## src/lfcd_pkg.sv

```systemverilog
// Shared types, constants and the bytewise CRC-16/ARC update for the deframer.
package lfcd_pkg;

   localparam logic [15:0] CRC_POLY      = 16'hA001;
   localparam logic [15:0] CRC_INIT      = 16'h0000;
   localparam logic [16:0] HEADER_BYTES  = 17'd5;
   localparam logic [16:0] SESSION_BYTES = 17'd4;

   localparam logic [16:0] POS_START   = 17'd0;
   localparam logic [16:0] POS_COMMAND = 17'd2;
   localparam logic [16:0] POS_LEN_LO  = 17'd3;
   localparam logic [16:0] POS_LEN_HI  = 17'd4;

   localparam logic [1:0] CSR_START_MARKER = 2'd0;
   localparam logic [1:0] CSR_END_MARKER   = 2'd1;
   localparam logic [1:0] CSR_ERROR_CODE   = 2'd2;
   localparam logic [1:0] CSR_STRIP        = 2'd3;

   localparam logic [1:0] STATUS_OK        = 2'd0;
   localparam logic [1:0] STATUS_MALFORMED = 2'd1;
   localparam logic [1:0] STATUS_REJECTED  = 2'd2;

   localparam logic KIND_PAYLOAD = 1'b0;
   localparam logic KIND_STATUS  = 1'b1;

   typedef struct packed {
      logic       result_kind;
      logic [7:0] payload_byte;
      logic [1:0] frame_status;
      logic [7:0] reply_command;
      logic       frame_last;
   } lfcd_result_type;

   function automatic logic [15:0] crc_byte(input logic [15:0] crc, input logic [7:0] b);
      logic [15:0] c;
      c = crc ^ {8'h00, b};
      for (int i = 0; i < 8; i++) begin
         if (c[0]) begin
            c = (c >> 1) ^ CRC_POLY;
         end else begin
            c = c >> 1;
         end
      end
      return c;
   endfunction

endpackage

```

## src/lfcd_frame_engine.sv

```systemverilog
// Frame position tracking, CRC accumulation, config registers and result generation.
module lfcd_frame_engine
   import lfcd_pkg::*;
(
   input  logic            clock,
   input  logic            reset,
   input  logic            csr_write_enable,
   input  logic [1:0]      csr_index,
   input  logic [7:0]      csr_write_data,
   input  logic            byte_accept,
   input  logic [7:0]      rx_byte,
   output logic            res_valid,
   output lfcd_result_type res
);

   logic [7:0]  start_marker_ff, end_marker_ff, error_code_ff;
   logic        strip_session_ff;

   logic [16:0] pos_ff, pos_in;
   logic [15:0] len_ff, len_in;
   logic [15:0] crc_ff, crc_in;
   logic [15:0] rx_crc_ff, rx_crc_in;
   logic        start_ok_ff, start_ok_in;
   logic [7:0]  cmd_ff, cmd_in;
   logic        strip_ff, strip_in;

   logic [16:0] off;
   logic [16:0] len_ext;
   logic [15:0] crc_next;

   always_ff @(posedge clock) begin
      if (reset) begin
         start_marker_ff  <= 8'hAA;
         end_marker_ff    <= 8'h55;
         error_code_ff    <= 8'hC9;
         strip_session_ff <= 1'b1;
      end else if (csr_write_enable) begin
         case (csr_index)
            CSR_START_MARKER: start_marker_ff  <= csr_write_data;
            CSR_END_MARKER:   end_marker_ff    <= csr_write_data;
            CSR_ERROR_CODE:   error_code_ff    <= csr_write_data;
            CSR_STRIP:        strip_session_ff <= csr_write_data[0];
            default:          ;
         endcase
      end
   end

   assign off      = pos_ff - HEADER_BYTES;
   assign len_ext  = {1'b0, len_ff};
   assign crc_next = crc_byte(crc_ff, rx_byte);

   always_comb begin
      pos_in      = pos_ff;
      len_in      = len_ff;
      crc_in      = crc_ff;
      rx_crc_in   = rx_crc_ff;
      start_ok_in = start_ok_ff;
      cmd_in      = cmd_ff;
      strip_in    = strip_ff;
      res_valid   = 1'b0;
      res         = '0;
      if (byte_accept) begin
         if (pos_ff == POS_START) begin
            start_ok_in = (rx_byte == start_marker_ff);
            crc_in      = CRC_INIT;
            pos_in      = 17'd1;
         end else if (pos_ff < HEADER_BYTES) begin
            crc_in = crc_next;
            pos_in = pos_ff + 17'd1;
            if (pos_ff == POS_COMMAND) begin
               cmd_in = rx_byte;
            end else if (pos_ff == POS_LEN_LO) begin
               len_in = {8'h00, rx_byte};
            end else if (pos_ff == POS_LEN_HI) begin
               len_in   = {rx_byte, len_ff[7:0]};
               strip_in = strip_session_ff && ({1'b0, len_in} >= SESSION_BYTES);
            end
         end else if (off < len_ext) begin
            crc_in = crc_next;
            pos_in = pos_ff + 17'd1;
            if (!(strip_ff && off < SESSION_BYTES)) begin
               res_valid        = 1'b1;
               res.result_kind  = KIND_PAYLOAD;
               res.payload_byte = rx_byte;
            end
         end else if (off == len_ext) begin
            rx_crc_in = {8'h00, rx_byte};
            pos_in    = pos_ff + 17'd1;
         end else if (off == len_ext + 17'd1) begin
            rx_crc_in = {rx_byte, rx_crc_ff[7:0]};
            pos_in    = pos_ff + 17'd1;
         end else begin
            res_valid         = 1'b1;
            res.result_kind   = KIND_STATUS;
            res.reply_command = cmd_ff;
            res.frame_last    = 1'b1;
            if (!start_ok_ff || rx_byte != end_marker_ff || crc_ff != rx_crc_ff) begin
               res.frame_status = STATUS_MALFORMED;
            end else if (cmd_ff == error_code_ff) begin
               res.frame_status = STATUS_REJECTED;
            end else begin
               res.frame_status = STATUS_OK;
            end
            pos_in = POS_START;
         end
      end
   end

   always_ff @(posedge clock) begin
      if (reset) begin
         pos_ff      <= POS_START;
         len_ff      <= '0;
         crc_ff      <= CRC_INIT;
         rx_crc_ff   <= '0;
         start_ok_ff <= 1'b0;
         cmd_ff      <= '0;
         strip_ff    <= 1'b0;
      end else begin
         pos_ff      <= pos_in;
         len_ff      <= len_in;
         crc_ff      <= crc_in;
         rx_crc_ff   <= rx_crc_in;
         start_ok_ff <= start_ok_in;
         cmd_ff      <= cmd_in;
         strip_ff    <= strip_in;
      end
   end

`ifndef SYNTH
   a_pos_bound: assert property (@(posedge clock) disable iff (reset)
      pos_ff <= len_ext + HEADER_BYTES + 17'd2)
      else $error("frame position past end of frame");
   a_status_resets_pos: assert property (@(posedge clock) disable iff (reset)
      (res_valid && res.frame_last) |=> pos_ff == POS_START)
      else $error("status result did not restart framing");
`endif

endmodule

```

## src/lfcd_out_buffer.sv

```systemverilog
// Result register with a one-entry skid stage between engine and response channel.
module lfcd_out_buffer
   import lfcd_pkg::*;
(
   input  logic            clock,
   input  logic            reset,
   input  logic            in_valid,
   input  lfcd_result_type in_res,
   output logic            full,
   output logic            rsp_valid,
   input  logic            rsp_stall,
   output lfcd_result_type rsp_res
);

   logic            main_valid_ff, main_valid_in;
   logic            skid_valid_ff, skid_valid_in;
   lfcd_result_type main_ff, main_in;
   lfcd_result_type skid_ff, skid_in;
   logic            main_free;

   assign main_free = !main_valid_ff || !rsp_stall;

   always_comb begin
      main_valid_in = main_valid_ff;
      skid_valid_in = skid_valid_ff;
      main_in       = main_ff;
      skid_in       = skid_ff;
      if (main_free) begin
         if (skid_valid_ff) begin
            main_valid_in = 1'b1;
            main_in       = skid_ff;
            skid_valid_in = 1'b0;
         end else begin
            main_valid_in = in_valid;
            main_in       = in_res;
         end
      end else if (in_valid) begin
         skid_valid_in = 1'b1;
         skid_in       = in_res;
      end
   end

   always_ff @(posedge clock) begin
      if (reset) begin
         main_valid_ff <= 1'b0;
         skid_valid_ff <= 1'b0;
      end else begin
         main_valid_ff <= main_valid_in;
         skid_valid_ff <= skid_valid_in;
      end
      main_ff <= main_in;
      skid_ff <= skid_in;
   end

   assign full      = skid_valid_ff;
   assign rsp_valid = main_valid_ff;
   assign rsp_res   = main_ff;

`ifndef SYNTH
   a_skid_needs_main: assert property (@(posedge clock) disable iff (reset)
      skid_valid_ff |-> main_valid_ff)
      else $error("skid entry held without a result in the output register");
   a_no_overflow: assert property (@(posedge clock) disable iff (reset)
      in_valid |-> !skid_valid_ff)
      else $error("result arrived while skid stage full");
   a_stall_holds: assert property (@(posedge clock) disable iff (reset)
      (main_valid_ff && rsp_stall) |=> (main_valid_ff && main_ff == $past(main_ff)))
      else $error("stalled response changed");
`endif

endmodule

```

## src/length_framed_crc16_deframer_top.sv

```systemverilog
// Top level of the length-framed CRC-16/ARC deframer.
//
// Input channel req_*: one received frame byte per transaction, accepted when
// req_valid is high and req_stall low. Frames are start, version, command,
// 16-bit little-endian length, payload, CRC-16/ARC (little-endian) and end;
// framing is by byte count only.
// Response channel rsp_*: payload bytes (rsp_result_kind 0) as they arrive,
// and one status transaction (rsp_frame_last 1) on the end byte. Payload goes
// out before the CRC check, so discard it when the status is not ok.
// Output: each result is registered before it shows on rsp_valid.
// Throughput: one byte per cycle while req_stall is low; the bytewise CRC
// update and position counter complete in the same cycle as the accept.
// Stall: a two-entry output stage (register plus skid) absorbs one result
// while rsp_stall is high; req_stall rises once the skid entry is occupied.
// Reset: synchronous; registers return to their defaults and framing waits
// for a start byte. csr_* writes take effect on the next cycle.
module length_framed_crc16_deframer_top
   import lfcd_pkg::*;
(
   input  logic       clock,
   input  logic       reset,
   input  logic       csr_write_enable,
   input  logic [1:0] csr_index,
   input  logic [7:0] csr_write_data,
   input  logic       req_valid,
   output logic       req_stall,
   input  logic [7:0] req_rx_byte,
   output logic       rsp_valid,
   input  logic       rsp_stall,
   output logic       rsp_result_kind,
   output logic [7:0] rsp_payload_byte,
   output logic [1:0] rsp_frame_status,
   output logic [7:0] rsp_reply_command,
   output logic       rsp_frame_last
);

   logic            byte_accept;
   logic            res_valid;
   lfcd_result_type res;
   lfcd_result_type rsp_res;
   logic            buf_full;

   assign req_stall   = buf_full;
   assign byte_accept = req_valid && !buf_full;

   lfcd_frame_engine u_engine (
      .clock            (clock),
      .reset            (reset),
      .csr_write_enable (csr_write_enable),
      .csr_index        (csr_index),
      .csr_write_data   (csr_write_data),
      .byte_accept      (byte_accept),
      .rx_byte          (req_rx_byte),
      .res_valid        (res_valid),
      .res              (res)
   );

   lfcd_out_buffer u_out (
      .clock     (clock),
      .reset     (reset),
      .in_valid  (res_valid),
      .in_res    (res),
      .full      (buf_full),
      .rsp_valid (rsp_valid),
      .rsp_stall (rsp_stall),
      .rsp_res   (rsp_res)
   );

   assign rsp_result_kind   = rsp_res.result_kind;
   assign rsp_payload_byte  = rsp_res.payload_byte;
   assign rsp_frame_status  = rsp_res.frame_status;
   assign rsp_reply_command = rsp_res.reply_command;
   assign rsp_frame_last    = rsp_res.frame_last;

endmodule
```

## config.mk

```make
export PLATFORM = sky130hd
export DESIGN_NAME = length_framed_crc16_deframer_top
export DESIGN_NICKNAME = d
export VERILOG_FILES = /design/src/lfcd_pkg.sv /design/src/lfcd_frame_engine.sv /design/src/lfcd_out_buffer.sv /design/src/length_framed_crc16_deframer_top.sv
export SDC_FILE = /design/constraint.sdc
export NUM_CORES = 1
export LEC_CHECK = 0
export ABC_AREA = 1
export BUFFER_PORTS_ARGS = -buffer_cell sky130_fd_sc_hd__buf_2
export CORE_MARGIN = 2
export CORE_UTILIZATION = 50
export CTS_BUF_LIST = sky130_fd_sc_hd__clkbuf_8 sky130_fd_sc_hd__clkbuf_16
export CTS_CLUSTER_DIAMETER = 120
export DETAILED_ROUTE_END_ITERATION = 10
export PLACE_DENSITY_LB_ADDON = 0.12
export SLEW_MARGIN = 25
export SYNTH_ARGS = -nofsm -noshare
export SYNTH_HDL_FRONTEND = slang
export SYNTH_SLANG_ARGS = --single-unit
export TNS_END_PERCENT = 20
```

## constraint.sdc

```tcl
create_clock -name clock -period 6 [get_ports clock]
set_input_delay 1.2 -clock clock [delete_from_list [all_inputs] [get_ports clock]]
set_output_delay 1.2 -clock clock [all_outputs]
set_load 0.01 [all_outputs]
```

==> flow_metrics.tcl, run 1 <==
set metrics [dict create \
    status "finished, final reports clean" \
    pwr_density_cell_nw_per_um2 228 \
    timing.critical_path.slowest_cell_delay_ns 0.48 \
    most_common_cell_after_layout_fill_and_taps_aside "nand2_1" \
    cp_slowest_cell "nand4_2" \
    synthesized_netlist_net_count 1251 \
    crit_path_cell_chain "inv_1, ha_1, inv_1, nand2_1, nand2_1, nand2_1, nand2_1, ha_1, nand2_1, nor2_1, nand2_1, o211ai_1, nand2_1, nand2_1, nand2_1, nand2_1, nand2_1, nand2_1, nand2_2, inv_2, nand4_2, o21ai_0" \
    clkSlewWorstSetupHoldPaths_ns 0.06 \
    post_layout_nonfiller_instances 1462 \
    asyncSetResetFlopFracSynth_pct 0 \
    critical_path_arrival_ns 4.13 \
    core.rowCount 47 \
    mostFrequentLayoutCells "nand2_1, inv_1, nor2_1, dfxtp_1, nand3_1" \
    dpl.cell_count 1430 \
    post_drt_wl_per_cell_um 15.4 \
    final_layout_size_suffix_gt1_share_pct 11.4 \
    report.power.total_mw 2.14 \
    post_synth_instance_area_um2 8570 \
    floorplan.initialDensity_pct 51.5 \
    synthesis.area_per_instance_um2 7.10 \
    die_w_um 135 \
    numClockSinks 140 \
    synth_seq_cells 140 \
    slew_headroom_pct 33.6 \
    worst_setup_path_end_kind "flip-flop" \
    clock_tree_from_tritoncts "built" \
    vdd.ir_drop.worst_uv 182 \
    globalRouteTotalUtil_pct 25.6 \
    grt.overflow.total 0 \
    critPathKind "reg2reg" \
    coreArea_um2 16600 \
    finalHoldViolations 0 \
    via_count_of_the_first_global_routing_pass 7269 \
    grt_pass1_wl_um 36400 \
    cts_buffers 17 \
    drtAntennaViolNets 0 \
    num-nets-final 1273 \
    post_cts_buffers 0 \
    drc_errors 0 \
    die_y_um 135 \
    longest_clk_path_bufs 2 \
    hold_class "reg2reg" \
    setup_total_negative_slack_ns 0 \
    rsz0062_at_grt "false" \
    type_of_element_launching_the_critical_path "flip-flop" \
    synth_enable_flop_cells 38 \
    seqCellArea_um2 3180 \
    p_leak_nw 4.10 \
    ctsResizeCount 0 \
    areaGrowthSynthToFinish_pct 9.40 \
    netlist_instances 1207 \
    synth_seq_area_share_pct 37.1 \
    fillCellCount 1608 \
    synth_warnings 0 \
    min_period_over_period_pct 64.7 \
    number_of_antenna_violations_at_the_first_check_in_global_routing 0 \
    place_hpwl_um 16800 \
    floorplan.io_pins 45 \
    place_worst_setup_slack_ns 2.02 \
    final-setup-viol-count 0 \
    finalClockSkew_ns 0.0138 \
    multiInputGateArea_um2 4650 \
    synth-main-ff-cell "dfxtp_1" \
    grt_max_degree 53 \
    port-buffer-count 44 \
    fin_crit_ns 3.88 \
    critical_path_required_ns 6.25 \
    first_pass_iters 5 \
    fmaxAchievable_ghz 0.258 \
    dr_total_vias 7798 \
    cts_hold_buffers 0 \
    ctsHtreeMaxLevel 4 \
    clk-insertion-delay-late_ns 0.44 \
    timing.critical_path.mode_cell "nand2_1" \
    cap_violations 0 \
    area_enclosed_by_the_die_boundary_um2 18200 \
    wirelength_um 22400 \
    routabilityCongestion 0.920 \
    viasPerCell 5.33 \
    max_slew.worst_pin.slew_ns 0.991 \
    critical_path.max_fanout 23 \
    first_iter_violations 673 \
    synth_cell_types 51 \
    cts_root_buffer "clkbuf_16" \
    final_critical_path_setup_slack_ns 2.12 \
    timing.final.max_slew_violations 0 \
    antennaDiodeCount 0 \
]
==> worst max-delay path: cells and delay by family (launching register included) <==
| kind | cells | cell delay (ns) |
|---|---|---|
| AOI/OAI and AO/OA | 2 | 0.46 |
| adders and majority gates | 2 | 0.54 |
| DFF | 1 | 0.34 |
| buffers and inverters | 3 | 0.40 |
| and+or+nand+nor | 15 | 1.95 |
==> flip-flops by register name, summed over array words and instances, names as in the netlist <==
name and flops:
u_out.rsp_res 19, u_out.skid_ff 19, u_engine.pos_ff 17, u_engine.crc_ff 16, u_engine.len_ff 16, u_engine.rx_crc_ff 16, u_engine.cmd_ff 8, u_engine.end_marker_ff 8
u_engine.error_code_ff 8, u_engine.start_marker_ff 8, u_engine.start_ok_ff 1, u_engine.strip_ff 1, u_engine.strip_session_ff 1, u_out.full 1, u_out.rsp_valid 1
==> Yosys cell counts (all sizes together), types with 11 or more instances <==
| library cell | number | area, um2 |
|---|---|---|
| nand2 | 356 | 1370 |
| nor2 | 128 | 603 |
| inv | 123 | 462 |
| dfxtp | 102 | 2040 |
| nand3 | 79 | 413 |
| a21oi | 75 | 383 |
| o21ai | 61 | 305 |
| edfxtp | 38 | 1140 |
| nand4 | 30 | 224 |
| nor3 | 30 | 171 |
| buf | 26 | 203 |
| xnor2 | 26 | 228 |
| xor2 | 25 | 219 |
| ha | 21 | 263 |
| clkbuf | 18 | 67.6 |
| or2 | 12 | 75.1 |
| a211oi | 11 | 87.6 |
| nor4 | 11 | 68.8 |
==> per-stage QoR <==
stage | util, % | instance area (um2) | hold slack, ns
floorplan | - | 8570 | 0.431
global route | 56.3 | 9380 | 0.497
global placement | 53.0 | 8820 | 0.464
CTS | 56.3 | 9370 | 0.483
finish | 56.3 | 9380 | 0.478
detailed placement | 53.0 | 8820 | 0.469
==> cell type report <==
class | count | area share (%)
inverter | 128 | 5.12
sequential | 140 | 33.9
multi-input combinational | 895 | 49.5
tap | 220 | 2.94
timing repair buffer | 47 | 2.59
clock inverter | 15 | 1.33
clock buffer | 17 | 4.54
==> power breakdown <==
part	switching, mW	internal, mW	leakage [nW]
logic	0.107	0.0537	2.55
clock network	0.419	0.567	0.264
registers	0.0122	0.980	1.28
==> metal layers <==
layer / GRT usage [%] / up-vias / wire [um]
met2: 40.9 / 184 / 10300
met3: 4.65 / 37 / 959
met1: 35.1 / 3582 / 10700
li1: - / 3995 / -
met5: 0 / - / 0
met4: 8.56 / 0 / 443
==> kinds of logic after synthesis <==
group | count (synthesis) | synth area share [%]
and+or+nand+nor | 658 | 35.2
buffers and inverters | 172 | 8.76
AOI/OAI and AO/OA | 165 | 10.7
DFF | 140 | 37.1
xor gates and xnor gates | 51 | 5.21
adders and majority gates | 21 | 3.07
==> worst paths after layout <==
path | start | to | slack, ns | depth (start not counted)
max reg2reg | u_engine.pos_ff[0] | u_out.rsp_res[8] | 2.12 | 22
max | u_engine.pos_ff[0] | u_out.rsp_res[8] | 2.12 | 22
min | u_engine.strip_ff | u_engine.strip_ff | 0.48 | 2
min reg2reg | u_engine.strip_ff | u_engine.strip_ff | 0.48 | 2
Power figures use the tool's default switching activity.
==> inputs of run 2 (changes only) <==
==> constraint.sdc (replaced) <==
create_clock -name clock -period 3.2 [get_ports clock]
set_input_delay 0.64 -clock clock [delete_from_list [all_inputs] [get_ports clock]]
set_output_delay 0.64 -clock clock [all_outputs]
set_load 0.01 [all_outputs]
==> flow_metrics.tcl, run 2 (same netlist as run 1, synthesis figures left out) <==
set metrics [dict create \
    status "finished, final reports clean" \
    dr_total_vias 7906 \
    fin_crit_ns 3.04 \
    hold-worst-slack_ns 0.471 \
    share_seq_of_total_power_pct 43.6 \
    first_pass_iters 7 \
    reg2reg_slack_ns 0.16 \
    placedInstanceArea_um2 9120 \
    critPathKind "reg2reg" \
    min_delay_src "csr_write_data[1]" \
    slew_headroom_pct 59.7 \
    grt_max_degree 53 \
    drc_errors 0 \
    pwr_density_cell_nw_per_um2 435 \
    final-setup-viol-count 0 \
    mostFrequentLayoutCells "nand2_1, inv_1, nor2_1, dfxtp_1, nand3_1" \
    fmaxAchievable_ghz 0.329 \
    max_slew.worst_pin.slew_ns 0.605 \
    grt_pass1_wl_um 37100 \
    ctsHtreeMaxLevel 4 \
    num-nets-final 1312 \
    place_hpwl_um 17100 \
    cts_buffers 17 \
    routed-wl-met3_um 1220 \
    antennaDiodeCount 0 \
    timing.final.max_slew_violations 0 \
    longest_clk_path_bufs 2 \
    worst_setup_path_end_kind "flip-flop" \
    via_count_of_the_first_global_routing_pass 7311 \
    die_y_um 135 \
    timing.critical_path.slowest_cell_delay_ns 0.32 \
    finalClockSkew_ns 0.0116 \
    routabilityCongestion 0.899 \
    finish.instance_area_um2 9810 \
    power.switching_mw 1.12 \
    port-buffer-count 44 \
    floorplan.io_pins 45 \
    coreArea_um2 16600 \
    number_of_antenna_violations_at_the_first_check_in_global_routing 0 \
    postLayoutCoreUtil_pct 59.0 \
    cp_slowest_cell "ha_1" \
    core.rowCount 47 \
    clkSlewWorstSetupHoldPaths_ns 0.07 \
    final_layout_size_suffix_gt1_share_pct 14.8 \
    drtAntennaViolNets 0 \
    p_leak_nw 4.34 \
    die_w_um 135 \
    critical_path_required_ns 3.47 \
    switch_share_pct 26.3 \
    share_comb_of_total_power_pct 7.6 \
    critical_path_arrival_ns 3.31 \
    clk-insertion-delay-late_ns 0.44 \
    timing.critical_path.mode_cell "nand2_1" \
    vdd.ir_drop.worst_uv 503 \
    met2_wire_length_um 10400 \
    wirelength_um 23000 \
    maxUsedRoutingLayer "met4" \
    m1WireLength_um 10600 \
    grt.overflow.total 0 \
    crit_path_cell_chain "inv_1, ha_1, inv_1, nand2_1, nand2_2, nand2_1, nand2_1, ha_1, nand2_1, nor2_1, nand2_1, o211ai_1, nand2_1, nand2_1, nand2_1, nand2_1, nand2_1, nand2_2, nand2_4, inv_2, nand4_2, buf_12, o21ai_0" \
    p_int_mw 3.14 \
    hold_class "in2reg" \
    post_drt_wl_per_cell_um 15.3 \
    numClockSinks 140 \
    setup_total_negative_slack_ns 0 \
    regToRegStartpoint "u_engine.pos_ff[0]" \
    critPathBufInv 4 \
    globalRouteTotalUtil_pct 26.0 \
    power_frac_clock_pct 48.9 \
    report.power.total_mw 4.27 \
    cap_violations 0 \
    crit_path_start "u_engine.pos_ff[0]" \
    most_common_cell_after_layout_fill_and_taps_aside "nand2_1" \
    first_iter_violations 532 \
    type_of_element_launching_the_critical_path "flip-flop" \
    clock_tree_from_tritoncts "built" \
    cts_hold_buffers 0 \
    viasPerCell 5.27 \
    finalHoldViolations 0 \
    areaGrowthSynthToFinish_pct 14.5 \
    cts_root_buffer "clkbuf_16" \
    floorplan.initialDensity_pct 51.5 \
    rsz0062_at_grt "true" \
    critical-path-top-delay-family "simple AND/OR/NAND/NOR gates" \
    area_enclosed_by_the_die_boundary_um2 18200 \
    min_period_over_period_pct 94.9 \
    critical_path.max_fanout 23 \
]
## run 2: cell count changes in the layout (fill, tap and decap cells not counted), moves of 3 or more
cell	delta
clkinv_8	+3
buf_12	+3
buf_4	+36
inv_8	+3
## run 2: what timing repair did
item                       4_1_cts  5_1_grt
gates resized for setup          0        8
pin swaps                        1        2
setup endpoints to repair       19      103
hold endpoints to repair         0        0
setup buffers                    1        2
## run 2: cell type report
class                           count  area (um2)
Fill cell                        1597        6830
Multi-Input combinational cell    895        4670
Sequential cell                   140        3180
Timing Repair Buffer               86         573
Inverter                          128         480
Clock buffer                       17         425
Tap cell                          220         275
Clock inverter                     15         201
## run 2: worst paths after layout
check | to | cells past startpoint
worst max-delay path | u_out.rsp_res[10] | 23
worst min-delay path | u_engine.start_marker_ff[1] | 3
worst max register to register | u_out.rsp_res[10] | 23
worst min register to register | u_engine.error_code_ff[0] | 2
## run 2: per-stage QoR
stage                     worst slack (ns)  cells
after floorplan                     0.0866   1207
after global placement              0.0168   1466
after detailed placement           -0.0488   1466
after CTS                           0.0816   1499
after global routing               -0.0249   1501
final                                0.162   1501
## run 2: worst register-to-register path: stages (launching register included)
cell,delay (ns)
dfxtp_1,0.31
inv_1,0.08
ha_1,0.16
inv_1,0.06
nand2_1,0.11
nand2_2,0.11
nand2_1,0.08
nand2_1,0.09
ha_1,0.32
nand2_1,0.07
nor2_1,0.18
nand2_1,0.09
o211ai_1,0.09
nand2_1,0.07
nand2_1,0.06
nand2_1,0.05
nand2_1,0.05
nand2_1,0.05
nand2_2,0.13
nand2_4,0.09
inv_2,0.12
nand4_2,0.13
buf_12,0.18
o21ai_0,0.17
## run 2: power by group through the flow
stage,clock [mW],combinational (mW),sequential (mW)
final,2.08,0.322,1.86
after global routing,2.19,0.359,1.86
after CTS,2.12,0.321,1.86
after detailed placement,0,0.316,1.90
after global placement,0,0.314,1.90
after floorplan,0,0.215,1.89
## run 2: metal layers
| layer | GRT usage, % | vias up |
|---|---|---|
| met5 | 0 | - |
| met4 | 9.84 | 0 |
| met3 | 3.79 | 46 |
| met2 | 41.1 | 203 |
| met1 | 36.1 | 3594 |
| li1 | - | 4063 |
==> inputs of run 3 (changes only) <==
--- a/config.mk
+++ b/config.mk
@@ -13,6 +13,7 @@
 export CTS_CLUSTER_DIAMETER = 120
 export DETAILED_ROUTE_END_ITERATION = 10
 export PLACE_DENSITY_LB_ADDON = 0.12
+export SETUP_SLACK_MARGIN = 0.05
 export SLEW_MARGIN = 25
 export SYNTH_ARGS = -nofsm -noshare
 export SYNTH_HDL_FRONTEND = slang
==> constraint.sdc (replaced) <==
create_clock -name clock -period 3.5 [get_ports clock]
set_input_delay 0.7 -clock clock [delete_from_list [all_inputs] [get_ports clock]]
set_output_delay 0.7 -clock clock [all_outputs]
set_load 0.01 [all_outputs]
==> flow_metrics.tcl, run 3 (same netlist as run 1, synthesis figures left out) <==
set metrics [dict create \
    max_slew.worst_pin.slew_ns 0.602 \
    drtAntennaViolNets 0 \
    final_critical_path_setup_slack_ns 0.255 \
    drc_errors 0 \
    fillCellCount 1609 \
    slew_headroom_pct 59.9 \
    timing.critical_path.mode_cell "nand2_1" \
    most_common_cell_after_layout_fill_and_taps_aside "nand2_1" \
    place_worst_setup_slack_ns -0.0108 \
    finalClockSkew_ns 0.00970 \
    power.switching_mw 1.06 \
    clk-insertion-delay-late_ns 0.44 \
    critPathBufInv 4 \
    globalRouteTotalUtil_pct 25.8 \
    ctsHtreeMaxLevel 4 \
    number_of_antenna_violations_at_the_first_check_in_global_routing 0 \
    floorplan.io_pins 45 \
    area_enclosed_by_the_die_boundary_um2 18200 \
    critical_path_required_ns 3.86 \
    first_iter_violations 630 \
    crit_path_cell_chain "inv_1, ha_1, inv_1, nand2_1, nand3_1, nand2_1, nand2_1, ha_1, a21oi_1, nor2_1, nor3b_1, nand2_1, nand2_1, nand2_1, nand2_1, nand2_2, buf_4, nand2_2, inv_4, nor2_4, o21ai_0, a21oi_1" \
    cp_slowest_cell "ha_1" \
    report.power.total_mw 3.80 \
    pwr_density_cell_nw_per_um2 389 \
    die_y_um 135 \
    finalHoldViolations 0 \
    antennaDiodeCount 0 \
    core.rowCount 47 \
    num-nets-final 1310 \
    clkSlewWorstSetupHoldPaths_ns 0.06 \
    status "finished, final reports clean" \
    routabilityCongestion 0.953 \
    fmaxAchievable_ghz 0.308 \
    critical-path-top-delay-family "simple AND/OR/NAND/NOR gates" \
    worst_setup_path_end_kind "flip-flop" \
    wirelength_um 23000 \
    die_w_um 135 \
    p_int_mw 2.74 \
    type_of_element_launching_the_critical_path "flip-flop" \
    floorplan.initialDensity_pct 51.5 \
    timing.final.max_slew_violations 0 \
    numClockSinks 140 \
    hold_class "reg2reg" \
    cts_buffers 17 \
    clock_tree_from_tritoncts "built" \
    critical_path_arrival_ns 3.61 \
    final-setup-viol-count 0 \
    rsz0062_at_grt "true" \
    critical_path.max_fanout 16 \
    timing.critical_path.slowest_cell_delay_ns 0.32 \
    via_count_of_the_first_global_routing_pass 7215 \
    grt_pass1_wl_um 36800 \
    final_layout_size_suffix_gt1_share_pct 14.5 \
    grt.overflow.total 0 \
    critPathKind "reg2reg" \
    switch_share_pct 27.8 \
    post_drt_wl_per_cell_um 15.3 \
    power_frac_clock_pct 47.6 \
    cap_violations 0 \
    longest_clk_path_bufs 2 \
    areaGrowthSynthToFinish_pct 13.9 \
    port-buffer-count 44 \
    dr_total_vias 7947 \
    place_hpwl_um 17100 \
    share_comb_of_total_power_pct 7.7 \
    cts_root_buffer "clkbuf_16" \
    min_period_over_period_pct 92.7 \
    mostFrequentLayoutCells "nand2_1, inv_1, nor2_1, dfxtp_1, nand3_1" \
    p_leak_nw 4.32 \
    viasPerCell 5.30 \
    grt_max_degree 53 \
    cts_hold_buffers 0 \
    coreArea_um2 16600 \
    first_pass_iters 5 \
    fin_crit_ns 3.24 \
    share_seq_of_total_power_pct 44.7 \
    postLayoutCoreUtil_pct 58.6 \
    vdd.ir_drop.worst_uv 365 \
]
run 3: area by class of cell:
cell class | count | area [um2] | area share [%]
multi-input cells | 895 | 4670 | 47.9
flip-flops and latches | 140 | 3180 | 32.6
repair buffers | 84 | 546 | 5.59
inverters | 128 | 483 | 4.95
clock buffers | 17 | 425 | 4.36
well taps | 220 | 275 | 2.82
clock inverters | 15 | 178 | 1.82
run 3: metal layers:
layer	share of wire, %	global-route usage (%)	wire length (um)
met1	48	35.1	11000
met2	47	42.0	10700
met3	3.8	4.50	883
met4	1.9	7.64	427
met5	0	0	0
run 3: worst register-to-register path: stages (launching register included):
cell	delay, ns
dfxtp_1	0.31
inv_1	0.07
ha_1	0.18
inv_1	0.07
nand2_1	0.12
nand3_1	0.15
nand2_1	0.09
nand2_1	0.08
ha_1	0.32
a21oi_1	0.17
nor2_1	0.06
nor3b_1	0.20
nand2_1	0.08
nand2_1	0.06
nand2_1	0.05
nand2_1	0.07
nand2_2	0.09
buf_4	0.16
nand2_2	0.16
inv_4	0.08
nor2_4	0.31
o21ai_0	0.17
a21oi_1	0.14
run 3: per-stage QoR:
step                      instances  hold WS (ns)  TNS, ns  instance area, um2
after floorplan                1207         0.431        0                8570
after global placement         1465         0.461        0                9100
after detailed placement       1465         0.471   -0.192                9100
after CTS                      1497         0.484        0                9710
after global routing           1499         0.489        0                9760
final                          1499         0.487        0                9760
run 3: timing repair:
item / in CTS / in global routing
setup endpoints to repair: 19 / 90
resized for setup: 1 / 7
setup buffers: 0 / 2
pin swaps: 0 / 1
run 3: worst paths after layout:
kind                            from             endpoint  slack [ns]  depth (start not counted)
setup / recovery  u_engine.pos_ff[0]  u_engine.crc_ff[12]        0.26                         22
hold / removal     u_engine.strip_ff    u_engine.strip_ff        0.49                          2
setup reg to reg  u_engine.pos_ff[0]  u_engine.crc_ff[12]        0.26                         22
hold reg to reg    u_engine.strip_ff    u_engine.strip_ff        0.49                          2
run 3: power by group through the flow:
stage | clock network [mW] | registers (mW) | logic, mW
2_1_floorplan | 0 | 1.73 | 0.197
3_3_place_gp | 0 | 1.73 | 0.284
3_5_place_dp | 0 | 1.73 | 0.286
4_1_cts | 1.83 | 1.70 | 0.289
5_1_grt | 1.89 | 1.70 | 0.325
6_report | 1.81 | 1.70 | 0.293
